--- src/vsm_ram.sv ---
module vsm_ram #(
    parameter int WIDTH = 16,
    parameter int DEPTH = 256
) (
    input  logic                     clk,
    input  logic                     we,
    input  logic [$clog2(DEPTH)-1:0] waddr,
    input  logic [WIDTH-1:0]         wdata,
    input  logic [$clog2(DEPTH)-1:0] raddr,
    output logic [WIDTH-1:0]         rdata
);

    logic [WIDTH-1:0] mem [DEPTH];

    always_ff @(posedge clk)
    begin
        if (we)
        begin
            mem[waddr] <= wdata;
        end
        rdata <= mem[raddr];
    end

endmodule
--- config.mk ---
export PLATFORM = sky130hd
export DESIGN_NAME = vsm_ram
export DESIGN_NICKNAME = d
export VERILOG_FILES = /design/src/vsm_ram.sv
export SDC_FILE = /design/constraint.sdc
export NUM_CORES = 2
export LEC_CHECK = 0
export BUFFER_PORTS_ARGS = -buffer_cell sky130_fd_sc_hd__buf_4
export CORE_UTILIZATION = 65
export CTS_CLUSTER_SIZE = 28
export DETAILED_ROUTE_END_ITERATION = 7
export PLACE_DENSITY_LB_ADDON = 0.12
export SYNTH_ARGS = -nofsm -noshare
export SYNTH_HDL_FRONTEND = slang
export SYNTH_SLANG_ARGS = --single-unit
--- constraint.sdc ---
create_clock -name clk -period 4.4 [get_ports clk]
set_input_delay 0.22 -clock clk [delete_from_list [all_inputs] [get_ports clk]]
set_output_delay 0.22 -clock clk [all_outputs]
set_load 0.005 [all_outputs]
# == Word-level counts from Yosys, hierarchy flattened ==
# Memory sizes are Yosys's and may differ from the RTL's. A register that Yosys moved wholly into a read port is not among the register bits.
# Cells that the tools add are included.
# totals
register_bits,0
latchBits,0
ram_bits,4096
romBits,0
input_bits,34
memories,1
# classes
n_addsub,0
mul,0
div,0
magnitude_cmp,0
n_eq_ne,0
n_shift,0
n_mux,2
bitwise_logic,0
n_reduce_logical,0
# memory_table
memory,words,width,read_ports,rd_ports_with_merged_regs,write_ports,line_no,source
mem,256,16,1,1,1,13,logic [WIDTH-1:0] mem [DEPTH];
# ops
cell,count
2-to-1 mux 1 bit,2

# == Depth between registers and ports, before layout ==
# logic_depth
depth_word,2
mapped_depth,12
depth_no_buf,6

# == Least setup slack after synthesis ==
# OpenSTA, ideal clock, no wires.
# synth_timing
kind,input to register
start,input waddr[3]
end,memory mem[235][0] (enable)
arrival_time_ns,1.997
path_slack_ns,2.015
cell_stages,6
path_buffers,3
cell_sequence,clkbuf_1 > nor2b_1 > clkbuf_1 > nand4_1 > clkbuf_1 > nor2_1
# synth_lines
item,line_no,source
from (decl),7,"input logic [$clog2(DEPTH)-1:0] waddr,"
to (decl),13,
# No word-level cell before the write port.

==> impl_metrics.tcl <==
set metrics [dict create \
    hold_viol_final 0 \
    grt_first_pass_wirelength_um 581000 \
    relSlewSlack -0.0267 \
    p_leak_nw 57.2 \
    viasPerCell 7.09 \
    synth_top_area_share 0.775 \
    path_class "input port to flip-flop" \
    rr_endpoint "rdata[13]$_DFF_P_" \
    path_cells "clkbuf_8 -> nand2b_4 -> buf_12 -> o221ai_1 -> o22ai_1 -> a22oi_1 -> nand3_1 -> nor4_1" \
    drt_first_pass_iters 6 \
    synth_edf_count 4096 \
    ys_seq_area_frac 0.777 \
    vias 81115 \
    wirelength_um 413000 \
    hold_path.class "input port to flip-flop" \
    drc_errors 0 \
    cts_root_buf "clkbuf_16" \
    cp_top_family "simple AND/OR/NAND/NOR gates" \
    max_freq_mhz 309 \
    finalClockSkew_ns 0.0406 \
    swShare 0.210 \
    cp_num_buf_inv 2 \
    drtAntennaViolNets 0 \
    core-area_um2 243000 \
    outcome "complete, but fails checks" \
    synth-async-reset-ratio 0 \
    switchingPower_mw 17.1 \
    multiInputGateArea_um2 32900 \
    grt.total_usage 0.339 \
    row_count 181 \
    gp_congestion 0.951 \
    drv_cap 2 \
    p_seq_frac 0.532 \
    ir_drop_mv 0.483 \
    avgSynthCellArea_um2 21.6 \
    post_drt_wl_per_cell_um 36.1 \
    numCtsBuffers 408 \
    regArea_um2 123000 \
    nFillCells 13467 \
    synthesis.nets 7394 \
    slew_violations 10 \
    die_w_um 496 \
    worst_path_max_delay_cell "nand3_1" \
    clk_path_buf_depth 4 \
    io_buffer_count 49 \
    grt_setup_unrepaired "no" \
    ys_top_cells_by_count "4,096 x edfxtp_1, 797 x mux4_2, 565 x mux2i_1" \
    area_growth_pct 12.5 \
    cts_tree "built" \
    yosysWarnings 0 \
    cp_max_fo 75 \
    reg2reg_from "mem[10][13]$_DFFE_PP_" \
    setup_viol 0 \
    failed_checks "capacitance limit, slew limit" \
    grt_max_degree 152 \
    reg2reg_depth 6 \
    min_period_over_period 0.736 \
    overflow 0 \
    syn_inst 7360 \
    synth.area.top_cells "edfxtp_1 77%, mux4_2 11%, mux2i_1 3.6%" \
    synth_ff_type "edfxtp_1" \
    holdPathEnd "mem[216][12]$_DFFE_PP_" \
    p_clk_frac 0.417 \
    start_util 0.653 \
    drtIter0Drc 12608 \
    hold_depth 4 \
    place_area_um2 165000 \
    die_area_um2 246000 \
    yosys.area.top_type "edfxtp_1" \
    post-route-min-period_ns 3.24 \
    tns_ns 0 \
    die_h_um 496 \
    worstSkewPairLatency_ns 1.00 \
    first_global_vias 79429 \
    hpwl_um 243000 \
    antenna_found_initial 31 \
    clk_pin_slew_ns 0.06 \
    finalInstanceArea_um2 179000 \
    syn_area_um2 159000 \
    cts_resized 0 \
    start_kind "input port" \
    p_int_mw 64.2 \
    ys_types 52 \
    yosys_register_bits 4112 \
    synth_most_common_cell "edfxtp_1" \
    final_nets 7943 \
    cts.sinks 4112 \
    worst_pin_slew_ns 1.53 \
    critical_path.startpoint "raddr[2]" \
    critPathCaptureType "flip-flop" \
    utilization 0.735 \
    hold_start "waddr[6]" \
    r2r_slack_ns 1.18 \
    h-tree-depth 5 \
    comb_power_share 0.050 \
    powerDensity_nw_per_um2 455 \
    whs_ns 0.119 \
    drive_above_1_share 0.255 \
    worstPathRequired_ns 5.25 \
    max_stage_delay_ns 0.76 \
    crit_arrival_ns 4.09 \
    io_pins 50 \
]
==> worst max path at each step <==
stage,end,slack [ns],cells after the start
detailed placement,rdata[8]$_DFF_P_,0.40,8
CTS,rdata[13]$_DFF_P_,1.20,6
finish,rdata[8]$_DFF_P_,1.16,8
floorplan,mem[235][0]$_DFFE_PP_,2.02,6
global placement,rdata[12]$_DFF_P_,0.34,8
global route,rdata[8]$_DFF_P_,0.97,9
==> worst min-delay path, cell delays in order <==
cell and delay (ns):
buf_4 0.17, nand3_1 0.08, buf_4 0.28, nor2_1 0.15
==> per-stage QoR <==
stage	setup slack, ns	std cells	power, mW
after CTS	1.20	11426	81.5
after global routing	0.975	11430	83.0
after detailed placement	0.399	10679	48.1
after global placement	0.339	10678	48.1
after floorplan	2.02	7360	46.2
final	1.16	11440	81.3
==> power groups by stage <==
stage               Clock (mW)  Sequential, mW  Combinational [mW]
CTS                       34.1            43.3                4.07
detailed placement           0            44.1                4.04
global route              35.5            43.3                4.25
finish                    33.9            43.3                4.10
global placement             0            44.1                3.95
floorplan                    0            44.0                2.13
==> metal layers <==
metal | GRT usage | wire, um
met1 | 0.488 | 151000
met2 | 0.519 | 194000
met3 | 0.0734 | 50500
met4 | 0.130 | 17600
met5 | 0 | 143
==> sequential cells by signal (all words and copies together) (netlist names) <==
signal	cells
rdata	16
mem	4096
==> cell families (layout without fill, tap and decap cells) <==
group	count (synthesis)	count (layout)	share of synthesized area
muxes	1450	1450	0.155
and+or+nand+nor	556	556	0.0157
DFF	4112	4112	0.777
buffers and inverters	456	1320	0.0169
AOI/OAI and AO/OA	786	786	0.0354
other	0	14	0
==> cells in the final DEF (no fill, tap or decap), types with 40 or more instances in the layout <==
cell type  Yosys  routed
a21oi_1      175     175
a22oi_1       43      43
buf_12         5      57
buf_4         26     492
bufinv_16      0      40
clkbuf_1     230      81
clkbuf_16      0     416
clkinv_1       0      79
clkinv_2       0      79
edfxtp_1    4096    4096
mux2_2        88      88
mux2i_1      565     565
mux4_2       797     797
nor2_1       304     255
nor2_2         0      49
nor3_1        92      90
o221ai_1     252     252
o22ai_1      148     148
==> timing repair <==
action | 4_1_cts | 5_1_grt
buffers inserted | 0 | 0
hold buffers | 22 | 0
endpoints found under the hold margin | 1563 | 0
==> cell type report <==
| cell class | count | share of cell area |
|---|---|---|
| sequential | 4112 | 0.691 |
| inverter | 4 | 0.000154 |
| clock inverter | 224 | 0.0119 |
| tap | 3202 | 0.0224 |
| timing repair buffer | 591 | 0.0300 |
| antenna | 14 | 0.000196 |
| multi-input combinational | 2792 | 0.184 |
| clock buffer | 501 | 0.0603 |
No activity file was read; power rests on OpenSTA's default activity.
